[config.mk]
export PLATFORM = sky130hd
export DESIGN_NAME = ccs_control
export DESIGN_NICKNAME = d
export VERILOG_FILES = /design/src/ccs_pkg.sv /design/src/ccs_control.sv
export SDC_FILE = /design/constraint.sdc
export NUM_CORES = 1
export LEC_CHECK = 0
export BUFFER_PORTS_ARGS = -buffer_cell sky130_fd_sc_hd__clkbuf_2
export CAP_MARGIN = 15
export CELL_PAD_IN_SITES_DETAIL_PLACEMENT = 1
export CELL_PAD_IN_SITES_GLOBAL_PLACEMENT = 1
export CORE_AREA = 2 2 39 41
export DETAILED_ROUTE_END_ITERATION = 10
export DIE_AREA = 0 0 41 43
export PLACE_DENSITY_LB_ADDON = 0.1
export SKIP_LAST_GASP = 1
export SYNTH_ARGS = -nofsm -noshare
export SYNTH_HDL_FRONTEND = slang
export SYNTH_SLANG_ARGS = --single-unit
[constraint.sdc]
create_clock -name clock -period 3.4 [get_ports clock]
set_clock_uncertainty 0.05 [all_clocks]
set_input_delay 0.68 -clock clock [delete_from_list [all_inputs] [get_ports clock]]
set_output_delay 0.68 -clock clock [all_outputs]
set_load 0.05 [all_outputs]
[src/ccs_pkg.sv]
package ccs_pkg;
   localparam int unsigned DefaultBatch = 32;
   localparam logic [31:0] NominalReset = 32'd150000000;
   localparam logic [23:0] FaultBlinkReset = 24'd100000;
   localparam logic [23:0] StartupBlinkReset = 24'd250000;

   typedef enum logic [1:0] {
      CMD_IDLE = 2'd0,
      CMD_VALID = 2'd1,
      CMD_TIMEOUT = 2'd2,
      CMD_SPARE = 2'd3
   } cmd_type;

   typedef enum logic [1:0] {
      REG_BATCH = 2'd0,
      REG_NOMINAL = 2'd1,
      REG_FAULT_BLINK = 2'd2,
      REG_STARTUP_BLINK = 2'd3
   } reg_index_type;

   typedef enum logic [2:0] {
      ST_IDLE,
      ST_UPDATE,
      ST_DIV_BATCH,
      ST_DIV_HZ,
      ST_DIV_PER,
      ST_SHOW,
      ST_OUTPUT
   } state_type;

   // which division the shared divider runs
   typedef enum logic [1:0] {
      DSEL_BATCH = 2'd0,
      DSEL_HZ = 2'd1,
      DSEL_PER = 2'd2,
      DSEL_NONE = 2'd3
   } dsel_type;

   typedef struct packed {
      logic update;
      logic div_start;
      dsel_type div_sel;
      logic capture;
      logic show;
   } cmd_bus_type;

   typedef struct packed {
      logic publish_due;
      logic div_busy;
      logic have_samples;
   } status_bus_type;

   typedef struct packed {
      logic led_on;
      logic pulse_ready;
      logic [31:0] effective_hz;
      logic [31:0] publish_count;
      logic [31:0] valid_count;
      logic [31:0] timeout_count;
      logic [31:0] mean_hz;
      logic [31:0] lowest_hz;
      logic [31:0] highest_hz;
      logic [39:0] mean_period_ns;
      logic [39:0] shortest_period_ns;
      logic [39:0] longest_period_ns;
   } rsp_type;
endpackage

[src/ccs_control.sv]
module ccs_control import ccs_pkg::*; (
   input  logic           clock,
   input  logic           reset,
   input  logic           in_valid,
   output logic           in_ready,
   output logic           out_valid,
   input  logic           out_ready,
   input  status_bus_type sts,
   output cmd_bus_type    ctl
);
   state_type state_ff, state_in;
   logic started_ff, started_in;

   always_ff @(posedge clock) begin
      if (reset) begin
         state_ff <= ST_IDLE;
         started_ff <= 1'b0;
      end else begin
         state_ff <= state_in;
         started_ff <= started_in;
      end
   end

   // sequence: update, optional batch divide, two mean divides when samples exist, snapshot, output
   always_comb begin
      state_in = state_ff;
      started_in = 1'b0;
      ctl = '{update: 1'b0, div_start: 1'b0, div_sel: DSEL_NONE, capture: 1'b0, show: 1'b0};
      in_ready = 1'b0;
      out_valid = 1'b0;
      case (state_ff)
         ST_IDLE: begin
            in_ready = 1'b1;
            if (in_valid) begin
               ctl.update = 1'b1;
               state_in = ST_UPDATE;
            end
         end
         ST_UPDATE: begin
            started_in = 1'b1;
            if (sts.publish_due) begin
               ctl.div_sel = DSEL_BATCH; ctl.div_start = 1'b1; state_in = ST_DIV_BATCH;
            end else if (sts.have_samples) begin
               ctl.div_sel = DSEL_HZ; ctl.div_start = 1'b1; state_in = ST_DIV_HZ;
            end else begin
               state_in = ST_SHOW;
            end
         end
         ST_DIV_BATCH: begin
            ctl.div_sel = DSEL_BATCH;
            if (!sts.div_busy) begin
               ctl.capture = 1'b1; state_in = ST_UPDATE;
            end
         end
         ST_DIV_HZ: begin
            ctl.div_sel = DSEL_HZ;
            if (!sts.div_busy) begin
               ctl.capture = 1'b1; state_in = ST_DIV_PER;
            end
         end
         ST_DIV_PER: begin
            ctl.div_sel = DSEL_PER;
            if (!started_ff) begin
               ctl.div_start = 1'b1; started_in = 1'b1;
            end else if (!sts.div_busy) begin
               ctl.capture = 1'b1; ctl.div_sel = DSEL_PER;
               state_in = ST_SHOW;
            end else begin
               started_in = 1'b1;
            end
            if (state_in == ST_SHOW) begin
               started_in = 1'b0;
            end
         end
         // snapshot once every update and division has landed
         ST_SHOW: begin
            ctl.show = 1'b1;
            state_in = ST_OUTPUT;
         end
         ST_OUTPUT: begin
            out_valid = 1'b1;
            if (out_ready) state_in = ST_IDLE;
         end
         default: state_in = ST_IDLE;
      endcase
   end
endmodule

# --- After elaboration in Yosys (flattened, before gate mapping) ---
# Cells that the tools add are included.
totals:
  register_bits: 4
  in_bits: 7
  output_inout_bits: 8
op_classes:
  n_eq_ne: 11
  mux: 28
  reduce_logical: 3
op_table:
  columns: ["cell", "count"]
  rows:
  - ["$mux 3", 11]
  - ["$pmux 3 s7", 1]
  - ["$eq 3x3->1 const B", 4]
  - ["$mux 1", 12]
  - ["$ne 2x2->1 const B", 4]
  - ["$pmux 2 s4", 1]
  - ["$eq 3x2->1 const B", 2]
  - ["$pmux 1 s2", 3]
  - ["$reduce_and 4->1", 1]
  - ["$eq 3x1->1 const B", 1]
  - ["$logic_not 3->1", 1]
  - ["$reduce_or 2->1", 1]

# --- Longest topological paths before layout ---
depth:
  ltp_word: 6
  ltp_mapped: 4
  ltp_nobuf: 3

# --- Worst setup path before layout ---
# Ideal clock, no wire load.
synth_path:
  path_type: "register to output"
  from: "register state_ff[2]"
  to: "output ctl[5] (netlist name)"
  t_arrival_ns: 2.177
  required_ns: 2.670
  slack_ns: 0.493
  stages_incl_launch_ff: 4
  n_path_buf: 1
  cell_sequence: "dfxtp_1 buf_2 nor3_1 and2_1"
synth_lines:
  columns: ["item", "line", "source"]
  rows:
  - ["from (decl)", "ccs_control.sv:11", "state_type state_ff, state_in;"]
  - ["from (signal assigned)", "ccs_control.sv:19", "state_ff <= state_in;"]
  - ["to (decl)", "ccs_control.sv:9", "output cmd_bus_type ctl"]

==> metrics.csv <==
stage,metric,value,unit
status,status,completed,
synthesis,synth_compound_area_share,38.3,%
power,ir_drop,0.232,mV
critical_path,cp-end-kind,output port,
cells_and_area,final_util,32.2,%
power,clock_power_share,16.9,%
job,drv_cap,0,
clocking,cts.sinks,4,
floorplanning,die_y,43,µm
cells_and_area,n_antenna_cell,0,
synthesis,synth_area,347,µm²
clocking,post_cts_buffers,0,
worst_hold_path,hold_start,started_ff$_SDFF_PP0_,
grt,grt_pass1_vias,340,
synthesis,synth.largest_area_cell,dfxtp_1,
cells_and_area,nets,70,
sta,fmax,425,MHz
grt,grt_max_degree,16,
clocking,clock_latency,0.23,ns
critical_path,critPathLaunchType,register,
critical_path,r2r_setup_slack,1.97,ns
worst_hold_path,worstHoldEndpoint,started_ff$_SDFF_PP0_,
cells_and_area,drive_above_1_share,32.8,%
grt,grt_antenna_before_repair,0,
critical_path,path_class,reg -> out,
synthesis,synth-simple-area-share,30.3,%
sta,final-hold-violation-count,0,
drt,wl_per_cell,12.4,µm
floorplanning,coreArea,1380,µm²
clocking,cts_resized,0,
floorplanning,rows,14,
worst_hold_path,hp-class,reg -> reg,
place,gp_congestion,0.735,
floorplanning,start_util,25.0,%
power,cell_internal_pwr,0.158,mW
power,p_leak,0.222,nW
sta,setup_viol,0,
cells_and_area,syn_to_final_growth,28.5,%
place,place_hpwl,749,µm
floorplanning,die_w,41,µm
power,p_sw_share,52.7,%
synthesis,muxShareOfSynthArea,0,%
synthesis,ys_async_sr_fraction,0,%
clocking,numCtsBuffers,3,
sta,rsz0062_at_grt,false,
sta,max_slew_margin,69.2,%
critical_path,crit_arrival,1.62,ns
critical_path,r2r-start,state_ff[2]$_SDFFE_PP0P_,
place,postPlaceCellArea,423,µm²
synthesis,synth_xor_area_share,0,%
power,p_comb_share,57.9,%
grt,grt_pass1_wl,1440,µm
synthesis,ys_ff_latch,4,
clocking,path_clk_slew,0.04,ns
drt,drc,0,
worst_hold_path,holdPathStages,2,
place,portBuffers,14,
synthesis,ys_types,27,
clocking,cts-hold-fix-buffers,0,
synthesis,yosys.area.top_type_share,23.1,%
synthesis,synth.area.top_cells,"dfxtp_1 23%, nor2b_1 7.2%, nor2_1 6.5%",
grt,grt_usage,12.2,%
synthesis,syn_nets,54,
synthesis,synthFlopType,dfxtp_1,
synthesis,synth_top_family_by_area,compound AO/OA/AOI/OAI gates,
power,powerDensity,751,nW/µm²
sta,tightestPinTransition,0.461,ns
synthesis,synth-adder-area-share,0,%
cells_and_area,fin_area,445,µm²
sta,drv_slew,0,
drt,viasPerCell,5.14,
critical_path,r2r_cells,3,
synthesis,syn_inst,47,
power,seq_power_share,25.2,%
synthesis,synth-edff-count,0,
cells_and_area,mostFrequentLayoutCell,clkbuf_2,
synthesis,seq_area_frac_synth,23.1,%
drt,vias,396,
critical_path,worstReg2RegEnd,state_ff[2]$_SDFFE_PP0P_,
clocking,clock_path_buffers,2,
drt,antenna_left,0,
floorplanning,ioPinCount,15,
synthesis,yosysWarnings,0,
sta,fin_tns_setup,0,ns
cells_and_area,final_cell_mix,"14 x clkbuf_2, 6 x nor2_1, 4 x nor2b_1, 4 x inv_1, 4 x dfxtp_1",
floorplanning,dieArea,1760,µm²
drt,dr.first_iter.drc_count,10,
critical_path,cp.required,2.67,ns
cells_and_area,fill_cells,184,
clocking,clockRootBuffer,clkbuf_4,
clocking,tritoncts,yes,
critical_path,worstPathMaxFanout,15,
sta,fin_crit_sh,69.3,%
drt,wl,951,µm
synthesis,syn_area_per_cell,7.37,µm²
power,p_sw,0.176,mW
clocking,h-tree-depth,1,
sta,finalCriticalPeriod,2.35,ns
grt,gr-total-overflow,0,
drt,drtPass1Iterations,4,
[kinds of logic (layout without fill, tap and decap cells)]
group,Yosys count,after routing
simple gates,19,19
buf+inv,7,21
compound gates,17,17
flops,4,4
[power groups by stage]
stage | clock (mW) | combinational [mW] | sequential, mW
6_report | 0.0566 | 0.194 | 0.0842
5_1_grt | 0.0656 | 0.206 | 0.0861
4_1_cts | 0.0597 | 0.196 | 0.0836
3_5_place_dp | 0 | 0.195 | 0.0843
3_3_place_gp | 0 | 0.196 | 0.0841
2_1_floorplan | 0 | 0.173 | 0.0644
[per-stage QoR]
step | hold WS [ns] | std cells | power (mW) | worst slack [ns]
6_report | 0.560 | 77 | 0.335 | 1.05
5_1_grt | 0.611 | 77 | 0.358 | 0.922
4_1_cts | 0.568 | 77 | 0.339 | 1.04
3_5_place_dp | 0.559 | 74 | 0.280 | 1.21
3_3_place_gp | 0.548 | 74 | 0.280 | 1.21
2_1_floorplan | 0.505 | 47 | 0.238 | 0.493
[critical path: stages, from the launching register on]
cell	delay, ns
dfxtp_1	0.60
nor2b_1	0.14
a211o_1	0.30
o21ai_0	0.06
clkbuf_2	0.29
[state kept, by name, indices dropped and copies added (netlist names)]
| signal | cells |
|---|---|
| started_ff | 1 |
| state_ff | 3 |
[metal layers]
layer | global-route usage [%] | routed length, µm | vias up
li1 | - | - | 199
met1 | 15.8 | 469 | 191
met2 | 17.2 | 454 | 6
met3 | 3.14 | 27 | 0
met4 | 8.00 | 0 | 0
met5 | 0 | 0 | -
[synthesized netlist by cell type (2+ instances only)]
library cell / instances
a31oi_1: 2
buf_2: 2
dfxtp_1: 4
o21a_1: 3
and2_1: 2
o21ai_0: 2
nor2b_1: 4
nor2_1: 6
inv_1: 4
[worst max path at each step]
| stage | slack [ns] | endpoint | from |
|---|---|---|---|
| floorplan | 0.49 | ctl[5] | state_ff[2]$_SDFFE_PP0P_ |
| global placement | 1.21 | ctl[3] | sts[2] |
| detailed placement | 1.21 | ctl[3] | sts[2] |
| CTS | 1.04 | ctl[2] | state_ff[1]$_SDFFE_PP0P_ |
| global route | 0.92 | ctl[2] | state_ff[1]$_SDFFE_PP0P_ |
| finish | 1.05 | ctl[2] | state_ff[1]$_SDFFE_PP0P_ |
[area by class of cell]
class,count,area (µm²),share of cell area [%]
multi-input combinational,36,238,53.4
sequential,4,80.1,18.0
timing repair buffer,14,70.1,15.7
clock buffer,3,22.5,5.06
tap,16,20.0,4.49
inverter,4,15.0,3.37
(Power assumes the default switching activity.)
