<file path="src/ccs_pkg.sv">
package ccs_pkg;
   localparam int unsigned DefaultBatch = 32;
   localparam logic [31:0] NominalReset = 32'd150000000;
   localparam logic [23:0] FaultBlinkReset = 24'd100000;
   localparam logic [23:0] StartupBlinkReset = 24'd250000;

   typedef enum logic [1:0] {
      CMD_IDLE = 2'd0,
      CMD_VALID = 2'd1,
      CMD_TIMEOUT = 2'd2,
      CMD_SPARE = 2'd3
   } cmd_type;

   typedef enum logic [1:0] {
      REG_BATCH = 2'd0,
      REG_NOMINAL = 2'd1,
      REG_FAULT_BLINK = 2'd2,
      REG_STARTUP_BLINK = 2'd3
   } reg_index_type;

   typedef enum logic [2:0] {
      ST_IDLE,
      ST_UPDATE,
      ST_DIV_BATCH,
      ST_DIV_HZ,
      ST_DIV_PER,
      ST_SHOW,
      ST_OUTPUT
   } state_type;

   // which division the shared divider runs
   typedef enum logic [1:0] {
      DSEL_BATCH = 2'd0,
      DSEL_HZ = 2'd1,
      DSEL_PER = 2'd2,
      DSEL_NONE = 2'd3
   } dsel_type;

   typedef struct packed {
      logic update;
      logic div_start;
      dsel_type div_sel;
      logic capture;
      logic show;
   } cmd_bus_type;

   typedef struct packed {
      logic publish_due;
      logic div_busy;
      logic have_samples;
   } status_bus_type;

   typedef struct packed {
      logic led_on;
      logic pulse_ready;
      logic [31:0] effective_hz;
      logic [31:0] publish_count;
      logic [31:0] valid_count;
      logic [31:0] timeout_count;
      logic [31:0] mean_hz;
      logic [31:0] lowest_hz;
      logic [31:0] highest_hz;
      logic [39:0] mean_period_ns;
      logic [39:0] shortest_period_ns;
      logic [39:0] longest_period_ns;
   } rsp_type;
endpackage

</file>
<file path="src/ccs_divider.sv">
// restoring divider, one quotient bit per cycle, 64-bit dividend, 32-bit divisor
module ccs_divider import ccs_pkg::*; (
   input  logic        clock,
   input  logic        reset,
   input  logic        start,
   input  logic [63:0] dividend,
   input  logic [31:0] divisor,
   output logic        busy,
   output logic [63:0] quotient
);
   logic [63:0] quo_ff, quo_in;
   logic [32:0] rem_ff, rem_in;
   logic [31:0] dvs_ff, dvs_in;
   logic [6:0]  cnt_ff, cnt_in;
   logic [32:0] trial;

   always_comb begin
      quo_in = quo_ff;
      rem_in = rem_ff;
      dvs_in = dvs_ff;
      cnt_in = cnt_ff;
      trial = {rem_ff[31:0], quo_ff[63]};
      if (start) begin
         quo_in = dividend;
         rem_in = '0;
         dvs_in = divisor;
         cnt_in = 7'd64;
      end else if (cnt_ff != 7'd0) begin
         if (trial >= {1'b0, dvs_ff}) begin
            rem_in = trial - {1'b0, dvs_ff};
            quo_in = {quo_ff[62:0], 1'b1};
         end else begin
            rem_in = trial;
            quo_in = {quo_ff[62:0], 1'b0};
         end
         cnt_in = cnt_ff - 7'd1;
      end
   end

   always_ff @(posedge clock) begin
      if (reset) begin
         cnt_ff <= '0;
      end else begin
         cnt_ff <= cnt_in;
      end
      quo_ff <= quo_in;
      rem_ff <= rem_in;
      dvs_ff <= dvs_in;
   end

   assign busy = start || (cnt_ff != 7'd0);
   assign quotient = quo_ff;
endmodule

</file>
<file path="src/ccs_datapath.sv">
module ccs_datapath import ccs_pkg::*; (
   input  logic           clock,
   input  logic           reset,
   input  cmd_bus_type    ctl,
   output status_bus_type sts,
   input  logic [1:0]     command,
   input  logic [47:0]    now_us,
   input  logic [31:0]    estimate_hz,
   input  logic [39:0]    pulse_period_ns,
   input  logic           cfg_we,
   input  logic [1:0]     cfg_addr,
   input  logic [31:0]    cfg_data,
   output logic [31:0]    cfg_rdata,
   output rsp_type        result
);
   logic [15:0] bsize_ff, bsize_in;
   logic [31:0] nominal_ff, nominal_in;
   logic [23:0] fblink_ff, fblink_in, sblink_ff, sblink_in;
   logic [47:0] bsum_ff, bsum_in;
   logic [15:0] bcnt_ff, bcnt_in;
   logic [31:0] eff_ff, eff_in, pubs_ff, pubs_in, vtot_ff, vtot_in, ttot_ff, ttot_in;
   logic [63:0] shz_ff, shz_in, sper_ff, sper_in;
   logic [31:0] minhz_ff, minhz_in, maxhz_ff, maxhz_in;
   logic [39:0] minper_ff, minper_in, maxper_ff, maxper_in;
   logic rdy_ff, rdy_in, flt_ff, flt_in, led_ff, led_in;
   logic [47:0] ltt_ff, ltt_in;
   logic [47:0] now_ff, now_in;
   logic [31:0] meanhz_ff, meanhz_in;
   logic [39:0] meanper_ff, meanper_in;
   rsp_type res_ff, res_in;
   logic [63:0] div_dividend, div_q;
   logic [31:0] div_divisor;
   logic div_busy;
   logic [47:0] elapsed;
   logic [23:0] interval;
   logic [15:0] bsize_w;
   cmd_type cmd;

   assign cmd = cmd_type'(command);
   assign elapsed = now_ff - ltt_ff;
   assign bsize_w = (cfg_data[15:0] == 16'd0) ? 16'(DefaultBatch) : cfg_data[15:0];

   // divider operand select
   always_comb begin
      case (ctl.div_sel)
         DSEL_BATCH: begin
            div_dividend = 64'(bsum_ff) + 64'(bcnt_ff[15:1]);
            div_divisor = 32'(bcnt_ff);
         end
         DSEL_HZ: begin
            div_dividend = shz_ff + 64'(vtot_ff[31:1]);
            div_divisor = vtot_ff;
         end
         DSEL_PER: begin
            div_dividend = sper_ff + 64'(vtot_ff[31:1]);
            div_divisor = vtot_ff;
         end
         default: begin
            div_dividend = '0;
            div_divisor = 32'd1;
         end
      endcase
   end

   ccs_divider u_div (
      .clock(clock), .reset(reset), .start(ctl.div_start),
      .dividend(div_dividend), .divisor(div_divisor),
      .busy(div_busy), .quotient(div_q)
   );

   // state update
   always_comb begin
      bsize_in = bsize_ff; nominal_in = nominal_ff; fblink_in = fblink_ff;
      sblink_in = sblink_ff; bsum_in = bsum_ff; bcnt_in = bcnt_ff; eff_in = eff_ff;
      pubs_in = pubs_ff; vtot_in = vtot_ff; ttot_in = ttot_ff; shz_in = shz_ff;
      sper_in = sper_ff; minhz_in = minhz_ff; maxhz_in = maxhz_ff;
      minper_in = minper_ff; maxper_in = maxper_ff; rdy_in = rdy_ff; flt_in = flt_ff;
      led_in = led_ff; ltt_in = ltt_ff; meanhz_in = meanhz_ff; meanper_in = meanper_ff;
      now_in = now_ff;
      res_in = res_ff;
      interval = sblink_ff;
      if (cfg_we) begin
         case (reg_index_type'(cfg_addr))
            REG_BATCH: bsize_in = bsize_w;
            REG_NOMINAL: begin
               nominal_in = cfg_data;
               if (pubs_ff == 32'd0) eff_in = cfg_data;
            end
            REG_FAULT_BLINK: fblink_in = cfg_data[23:0];
            REG_STARTUP_BLINK: sblink_in = cfg_data[23:0];
            default: ;
         endcase
      end
      if (ctl.update) begin
         // time of the word kept for the led step
         now_in = now_us;
         case (cmd)
            CMD_TIMEOUT: begin
               ttot_in = ttot_ff + 32'd1;
               rdy_in = 1'b0; bsum_in = '0; bcnt_in = '0; flt_in = 1'b1;
            end
            CMD_VALID: begin
               flt_in = 1'b0; rdy_in = 1'b1;
               bsum_in = bsum_ff + 48'(estimate_hz);
               bcnt_in = bcnt_ff + 16'd1;
               vtot_in = vtot_ff + 32'd1;
               shz_in = shz_ff + 64'(estimate_hz);
               sper_in = sper_ff + 64'(pulse_period_ns);
               if (vtot_ff == 32'd0) begin
                  minhz_in = estimate_hz; maxhz_in = estimate_hz;
                  minper_in = pulse_period_ns; maxper_in = pulse_period_ns;
               end else begin
                  if (estimate_hz < minhz_ff) minhz_in = estimate_hz;
                  if (estimate_hz > maxhz_ff) maxhz_in = estimate_hz;
                  if (pulse_period_ns < minper_ff) minper_in = pulse_period_ns;
                  if (pulse_period_ns > maxper_ff) maxper_in = pulse_period_ns;
               end
            end
            default: ;
         endcase
      end
      // division results
      if (ctl.capture) begin
         case (ctl.div_sel)
            DSEL_BATCH: begin
               eff_in = div_q[31:0];
               pubs_in = pubs_ff + 32'd1;
               bsum_in = '0; bcnt_in = '0;
            end
            DSEL_HZ: meanhz_in = div_q[31:0];
            DSEL_PER: meanper_in = div_q[39:0];
            default: ;
         endcase
      end
      // led and snapshot after all updates
      if (ctl.show) begin
         if (flt_ff || pubs_ff == 32'd0) begin
            interval = flt_ff ? fblink_ff : sblink_ff;
            if (elapsed >= 48'(interval)) begin
               led_in = ~led_ff; ltt_in = now_ff;
            end
         end else begin
            led_in = 1'b1;
         end
         res_in.led_on = led_in;
         res_in.pulse_ready = rdy_ff;
         res_in.effective_hz = eff_ff;
         res_in.publish_count = pubs_ff;
         res_in.valid_count = vtot_ff;
         res_in.timeout_count = ttot_ff;
         if (vtot_ff == 32'd0) begin
            res_in.mean_hz = '0; res_in.lowest_hz = '0; res_in.highest_hz = '0;
            res_in.mean_period_ns = '0; res_in.shortest_period_ns = '0;
            res_in.longest_period_ns = '0;
         end else begin
            res_in.mean_hz = meanhz_ff; res_in.lowest_hz = minhz_ff;
            res_in.highest_hz = maxhz_ff; res_in.mean_period_ns = meanper_ff;
            res_in.shortest_period_ns = minper_ff; res_in.longest_period_ns = maxper_ff;
         end
      end
   end

   always_ff @(posedge clock) begin
      if (reset) begin
         bsize_ff <= 16'(DefaultBatch); nominal_ff <= NominalReset;
         fblink_ff <= FaultBlinkReset; sblink_ff <= StartupBlinkReset;
         bsum_ff <= '0; bcnt_ff <= '0; eff_ff <= NominalReset; pubs_ff <= '0;
         vtot_ff <= '0; ttot_ff <= '0; shz_ff <= '0; sper_ff <= '0;
         minhz_ff <= '0; maxhz_ff <= '0; minper_ff <= '0; maxper_ff <= '0;
         rdy_ff <= 1'b0; flt_ff <= 1'b0; led_ff <= 1'b0; ltt_ff <= '0;
         now_ff <= '0;
      end else begin
         bsize_ff <= bsize_in; nominal_ff <= nominal_in; fblink_ff <= fblink_in;
         sblink_ff <= sblink_in; bsum_ff <= bsum_in; bcnt_ff <= bcnt_in; eff_ff <= eff_in;
         pubs_ff <= pubs_in; vtot_ff <= vtot_in; ttot_ff <= ttot_in; shz_ff <= shz_in;
         sper_ff <= sper_in; minhz_ff <= minhz_in; maxhz_ff <= maxhz_in;
         minper_ff <= minper_in; maxper_ff <= maxper_in; rdy_ff <= rdy_in;
         flt_ff <= flt_in; led_ff <= led_in; ltt_ff <= ltt_in;
         now_ff <= now_in;
      end
      meanhz_ff <= meanhz_in; meanper_ff <= meanper_in; res_ff <= res_in;
   end

   // register readback
   always_comb begin
      case (reg_index_type'(cfg_addr))
         REG_BATCH: cfg_rdata = 32'(bsize_ff);
         REG_NOMINAL: cfg_rdata = nominal_ff;
         REG_FAULT_BLINK: cfg_rdata = 32'(fblink_ff);
         REG_STARTUP_BLINK: cfg_rdata = 32'(sblink_ff);
         default: cfg_rdata = '0;
      endcase
   end

   assign sts.publish_due = (bcnt_ff >= bsize_ff) && (bcnt_ff != 16'd0);
   assign sts.div_busy = div_busy;
   assign sts.have_samples = (vtot_ff != 32'd0);
   assign result = res_ff;

   // a capture from the batch division only follows a due batch
   assert property (@(posedge clock) disable iff (reset)
      ctl.capture && ctl.div_sel == DSEL_BATCH |-> bcnt_ff != 16'd0)
      else $error("batch publish with empty batch");
   // divider never restarted while running
   assert property (@(posedge clock) disable iff (reset)
      ctl.div_start |-> !$past(div_busy) || $past(ctl.capture))
      else $error("divider restarted while busy");
   // batch count cleared after a batch publish
   assert property (@(posedge clock) disable iff (reset)
      ctl.capture && ctl.div_sel == DSEL_BATCH |=> bcnt_ff == 16'd0)
      else $error("batch not cleared on publish");
endmodule

</file>
<file path="config.mk">
export PLATFORM = sky130hd
export DESIGN_NAME = ccs_datapath
export DESIGN_NICKNAME = d
export VERILOG_FILES = /design/src/ccs_pkg.sv /design/src/ccs_divider.sv /design/src/ccs_datapath.sv
export SDC_FILE = /design/constraint.sdc
export NUM_CORES = 2
export LEC_CHECK = 0
export ABC_AREA = 0
export BUFFER_PORTS_ARGS = -buffer_cell sky130_fd_sc_hd__buf_2
export CORE_UTILIZATION = 45
export CTS_CLUSTER_SIZE = 16
export DETAILED_ROUTE_END_ITERATION = 8
export GPL_TIMING_DRIVEN = 0
export HOLD_SLACK_MARGIN = 0.1
export PLACE_DENSITY = 0.6
export SYNTH_ARGS = -nofsm -noshare
export SYNTH_HDL_FRONTEND = slang
export SYNTH_SLANG_ARGS = --single-unit
</file>
<file path="constraint.sdc">
create_clock -name clock -period 15.15 [get_ports clock]
set_input_delay 3.03 -clock clock [delete_from_list [all_inputs] [get_ports clock]]
set_output_delay 3.03 -clock clock [all_outputs]
set_load 0.01 [all_outputs]
</file>
Word level (Yosys, flattened, before mapping)
Index checks and enable logic that the tools add are counted.
{ "classes": {"n_bitwise": 1, "n_mux": 36, "add_sub_neg": 13, "n_reduce_logical": 34, "magnitude_cmp": 7, "n_eq_ne": 7} }
{ "op_table": {"columns": ["operator", "count"], "rows": [
  ["$mux 32", 10],
  ["$pmux 64 s3", 1],
  ["$mux 40", 4],
  ["$mux 48", 3],
  ["$add 64x31->64", 2],
  ["$mux 64", 2],
  ["$pmux 32 s4", 1],
  ["$add 32x1->32 const B", 3],
  ["$pmux 48 s2", 1],
  ["$add 64x32->64", 1],
  ["$add 64x40->64", 1],
  ["$logic_not 32->1", 2],
  ["$mux 16", 4],
  ["$pmux 32 s2", 1],
  ["$add 48x15->49", 1],
  ["$add 48x32->48", 1],
  ["$ge 48x24->1", 1],
  ["$sub 48x48->48", 1],
  ["$gt 40x40->1", 1],
  ["$lt 40x40->1", 1],
  ["$ge 33x32->1", 1],
  ["$gt 32x32->1", 1],
  ["$lt 32x32->1", 1],
  ["$pmux 16 s2", 1],
  ["other kinds (22)", 52]
]} }
{ "word_totals": {"wordCells": 138, "ff_bits": 1212, "inputBits": 165} }

Depth between registers and ports, before layout
{ "depth": {"depth_word": 6, "ltp_mapped": 26, "mapped_depth_nobuf": 24} }

Cells and area by module
From an unflattened synthesis, not the netlist that was laid out.
{ "hier_totals": {"cells_unflattened": 7067, "hier_area_um2": 66595.1} }
{ "by_module_without_submodules": {"columns": ["module", "instances", "area_per_inst_um2", "cells_each", "seq_area_each_um2"], "rows": [
  ["ccs_datapath", 1, 59231.8, 6412, 25744.7],
  ["ccs_divider", 1, 7363.3, 655, 3663.5]
]} }

Worst setup path after synthesis
No wires, ideal clock.
{ "synth_path": {"path_kind": "input to register", "start": "input ctl[2] (netlist name)", "end": "register u_div.quo_ff[44] (netlist: u_div.quotient[44]) (data pin)", "path_slack_ns": 6.353, "setup_time_ns": 0.261, "arrival_ns": 8.537, "required_time_ns": 14.889, "cell_stages": 24, "n_path_buf": 7, "path_cell_list": "inv_1 > ha_1 > buf_2 > buf_2 > buf_1 > buf_2 > buf_1 > clkbuf_1 > buf_1 > mux2_2 > ha_1 > inv_1 > fa_1 > nor2b_1 > o21ai_1 > a21boi_1 > o211ai_1 > a21boi_1 > a31oi_1 > o31ai_2 > nand3_2 > nor3_1 > xnor2_1 > a221o_1"} }
{ "synth_via": {"elab_chain_cells": 3} }
{ "synth_rtl": {"columns": ["element", "line", "source"], "rows": [
  ["start: declaration", "ccs_datapath.sv:4", "input cmd_bus_type ctl,"],
  ["$eq 2x2->1, or another cell as far along", "ccs_datapath.sv:45", "case (ctl.div_sel)"],
  ["$pmux 64 s3 *", "ccs_datapath.sv:45", null],
  ["$mux 64 *", "ccs_divider.sv:23", "if (start) begin"],
  ["net u_div.quo_in[44]", "ccs_divider.sv:11", "logic [63:0] quo_ff, quo_in;"],
  ["end signal: assignment", "ccs_divider.sv:46", "quo_ff <= quo_in;"],
  ["end: declaration", "ccs_divider.sv:11", null]
]} }
Mark *: on every way through the listed nets, which the timed path passes. The rest lies on a longest branch.
A chain may end at the register's enable or synchronous reset.

Worst setup path in the final report
{ "layout_path": {"start": "input ctl[2] (netlist name)", "end": "register u_div.quo_ff[48] (netlist: u_div.quotient[48]) (data pin)"} }
Same word-level chain as after synthesis.

==> results_dict.tcl <==
set metrics [dict create \
    drtIter0Drc 4689 \
    cts_hold_buffers 0 \
    die_area_um2 144000 \
    routabilityCongestion 0.952 \
    placed_cells 9132 \
    post-route-period-util 0.716 \
    yosysWarnings 0 \
    synthArstFlopShare 0 \
    area_growth_pct 15.6 \
    synth-edff-count 514 \
    ys_types 95 \
    drtAntennaViolNets 0 \
    power_switching_share 0.300 \
    worst_setup_path_end_kind "register" \
    syn_inst 6693 \
    hpwl_mm 164 \
    p_seq_frac 0.439 \
    slowest_delay_ns 0.79 \
    post_drt_via_cell_ratio 5.65 \
    layout.cells.non_filler 9402 \
    fp-row-count 138 \
    setup_viol 0 \
    fin_skew_ns 0.0374 \
    clock_path_buffers 3 \
    grt_pass1_vias 50400 \
    die_h_um 380 \
    cts_tree "built" \
    slew_headroom 0.00577 \
    arrival_ns 11.34 \
    finalWirelength_mm 213 \
    core_um2 142000 \
    hold_class "reg2reg" \
    ios 546 \
    path_clk_slew_ns 0.06 \
    drive_above_1_share 0.121 \
    reg2reg_depth 26 \
    ir_worst_vdd_uv 86.1 \
    crit_path_start_kind "input pin" \
    cts_made_buffers 140 \
    slew_violations 0 \
    die_w_um 380 \
    post_cts_resize_count 0 \
    setup_tns_ns 0 \
    antenna_found_initial 19 \
    nets 7983 \
    path_class "in2reg" \
    ctsRootBufferMaster "clkbuf_16" \
    intPower_w 0.00623 \
    clock_latency_ns 0.82 \
    pwr_density_cell_nw_per_um2 120 \
    post_drt_wl_per_cell_um 22.7 \
    drt_first_pass_iters 6 \
    layout_min_cycle_time_ns 10.84 \
    ys_seq_elements 1212 \
    hold_path_depth 0 \
    synth_largest_area_cell "edfxtp_1" \
    crit_fanout 10 \
    p_leak_nw 30.2 \
    synth_flop_cell "dfxtp_1" \
    avgSynthCellArea_um2 9.59 \
    worst-slew-pin-transition_ns 1.49 \
    max_cap_viol_count 1 \
    synth_area_leaders "edfxtp_1 (24%), dfxtp_1 (22%), ha_1 (8.3%), mux2i_1 (4.6%), nor2_1 (4.6%)" \
    status "complete, but fails checks" \
    port_buffers 543 \
    crit_required_ns 15.65 \
    vias 53100 \
    yosysTopAreaCellShare 0.240 \
    start_util 0.453 \
    syn-cell-area_um2 64200 \
    htree_levels 4 \
    timing_hold_violations_final 0 \
    synth_fp_nets 7290 \
    drc 0 \
    grt_pass1_wl_mm 316 \
    rsz0062_at_grt "no" \
    pwr-share-clk 0.388 \
    grt_overflow 0 \
    crit_path_top_delay_cell "o31ai_2" \
    combPwrFrac 0.173 \
    cp_common_cell "buf_2" \
    synth-seq-area-share 0.458 \
    violations "capacitance limit" \
    post_cts_buffers 0 \
    nFillCells 13200 \
    grt_max_degree 123 \
    track_usage 0.287 \
    fmax_mhz 92.2 \
    cts.sinks 1212 \
    p_sw_w 0.00267 \
]
cells by family after synthesis:
| group | count (synthesis) | synth area share |
|---|---|---|
| and+or+nand+nor | 2272 | 0.164 |
| AOI/OAI and AO/OA | 1385 | 0.143 |
| DFF | 1212 | 0.458 |
| buffers and inverters | 668 | 0.0401 |
| adders and majority gates | 432 | 0.0850 |
| xor gates and xnor gates | 362 | 0.0494 |
| muxes | 362 | 0.0606 |
final timing paths:
kind                               start                      endpoint  slack, ns
setup / recovery                  ctl[2]  u_div.quotient[48]$_DFFE_PP_       4.31
hold reg to reg    eff_ff[20]$_SDFF_PP1_         result[332]$_DFFE_PP_       0.43
setup reg to reg  now_ff[0]$_SDFFE_PP0P_       ltt_ff[46]$_SDFFE_PP0P_       8.98
hold / removal     eff_ff[20]$_SDFF_PP1_         result[332]$_DFFE_PP_       0.43
synth_stat cells (all sizes together) (15+ instances only):
master	number
o31ai	17
mux2	51
buf	58
a31oi	28
xnor2	187
and3	74
a41o	32
nand4	113
o2111ai	15
a21oi	446
nor3	81
or3	59
nor2	784
mux2i	295
edfxtp	514
o21ai	220
xor2	175
o211ai	29
a21boi	23
and4	19
a21o	163
o21a	51
o21bai	34
nand3	173
o221ai	16
clkbuf	259
inv	350
nand2	634
a211oi	63
a22o	37
dfxtp	698
a22oi	46
mux4	16
o2bb2ai	18
nor4	36
ha	425
nand2b	45
and2	46
a311oi	28
nand3b	17
nor2b	138
cells in the final DEF (no fill, tap or decap), types with 25 or more instances in the layout:
| master | n |
|---|---|
| a41o_1 | 32 |
| ha_1 | 425 |
| xor2_1 | 175 |
| mux2i_1 | 295 |
| o21bai_1 | 34 |
| a22o_1 | 37 |
| o211ai_1 | 29 |
| or3_1 | 59 |
| and2_1 | 43 |
| clkbuf_8 | 25 |
| dfxtp_1 | 698 |
| a21oi_1 | 442 |
| nor2b_1 | 138 |
| a311oi_1 | 28 |
| nand4_1 | 112 |
| buf_2 | 564 |
| nand3_1 | 172 |
| buf_1 | 30 |
| nor3_1 | 80 |
| o21ai_0 | 197 |
| a21o_1 | 163 |
| inv_1 | 350 |
| edfxtp_1 | 514 |
| nor2_1 | 783 |
| nor4_1 | 36 |
| xnor2_1 | 187 |
| nand2_1 | 633 |
| o21a_1 | 51 |
| clkbuf_1 | 291 |
| clkbuf_16 | 143 |
| a211oi_1 | 62 |
| a31oi_1 | 28 |
| nand2b_1 | 45 |
| and3_1 | 74 |
| a22oi_1 | 46 |
| mux2_2 | 51 |
metal layers:
layer | up-vias | GRT usage | share of wire
li1 | 25400 | - | -
met1 | 25600 | 0.379 | 0.43
met2 | 1796 | 0.466 | 0.46
met3 | 373 | 0.0539 | 0.072
met4 | 8 | 0.106 | 0.035
met5 | - | 0 | 0.00027
power by group through the flow:
stage | clock [W] | sequential [W] | combinational (W)
floorplan | 0 | 0.00385 | 0.00101
global placement | 0 | 0.00398 | 0.00149
detailed placement | 0 | 0.00397 | 0.00152
CTS | 0.00350 | 0.00391 | 0.00153
global route | 0.00363 | 0.00392 | 0.00169
finish | 0.00345 | 0.00391 | 0.00154
metrics by stage:
step | setup slack (ns) | cell area, um2 | hold WS (ns) | util | power [W]
after CTS | 4.59 | 74200 | 0.428 | 0.524 | 0.00894
after global routing | 3.99 | 74200 | 0.431 | 0.524 | 0.00925
final | 4.31 | 74200 | 0.430 | 0.524 | 0.00890
after floorplan | 6.35 | 64200 | 0.408 | - | 0.00487
after detailed placement | 3.74 | 69500 | 0.414 | 0.491 | 0.00549
after global placement | 3.85 | 69300 | 0.414 | 0.489 | 0.00548
flip-flops by register name (all words and copies together), names as in the netlist, 40 cells and up:
signal          flops
bsum_ff            48
result            346
sper_ff            64
maxper_ff          40
u_div.quotient     64
minper_ff          40
shz_ff             64
meanper_ff         40
now_ff             48
ltt_ff             48
cell type report:
| class | instances | area [um2] | area share |
|---|---|---|---|
| clock inverter | 57 | 657 | 0.00885 |
| tap | 1890 | 2360 | 0.0319 |
| timing repair buffer | 551 | 2890 | 0.0390 |
| multi-input combinational | 4813 | 32200 | 0.434 |
| clock buffer | 202 | 4050 | 0.0546 |
| sequential | 1212 | 29400 | 0.396 |
| inverter | 351 | 1320 | 0.0178 |
| antenna | 9 | 22.5 | 0.000304 |
| buffer | 317 | 1260 | 0.0170 |
critical path: cells and delay by family:
family                     cells  cell delay, ns
and+or+nand+nor                4            0.99
xor gates and xnor gates       1            0.23
buffers and inverters         10            3.73
AOI/OAI and AO/OA              8            2.55
adders and majority gates      2            0.75
(Power assumes the default switching activity.)
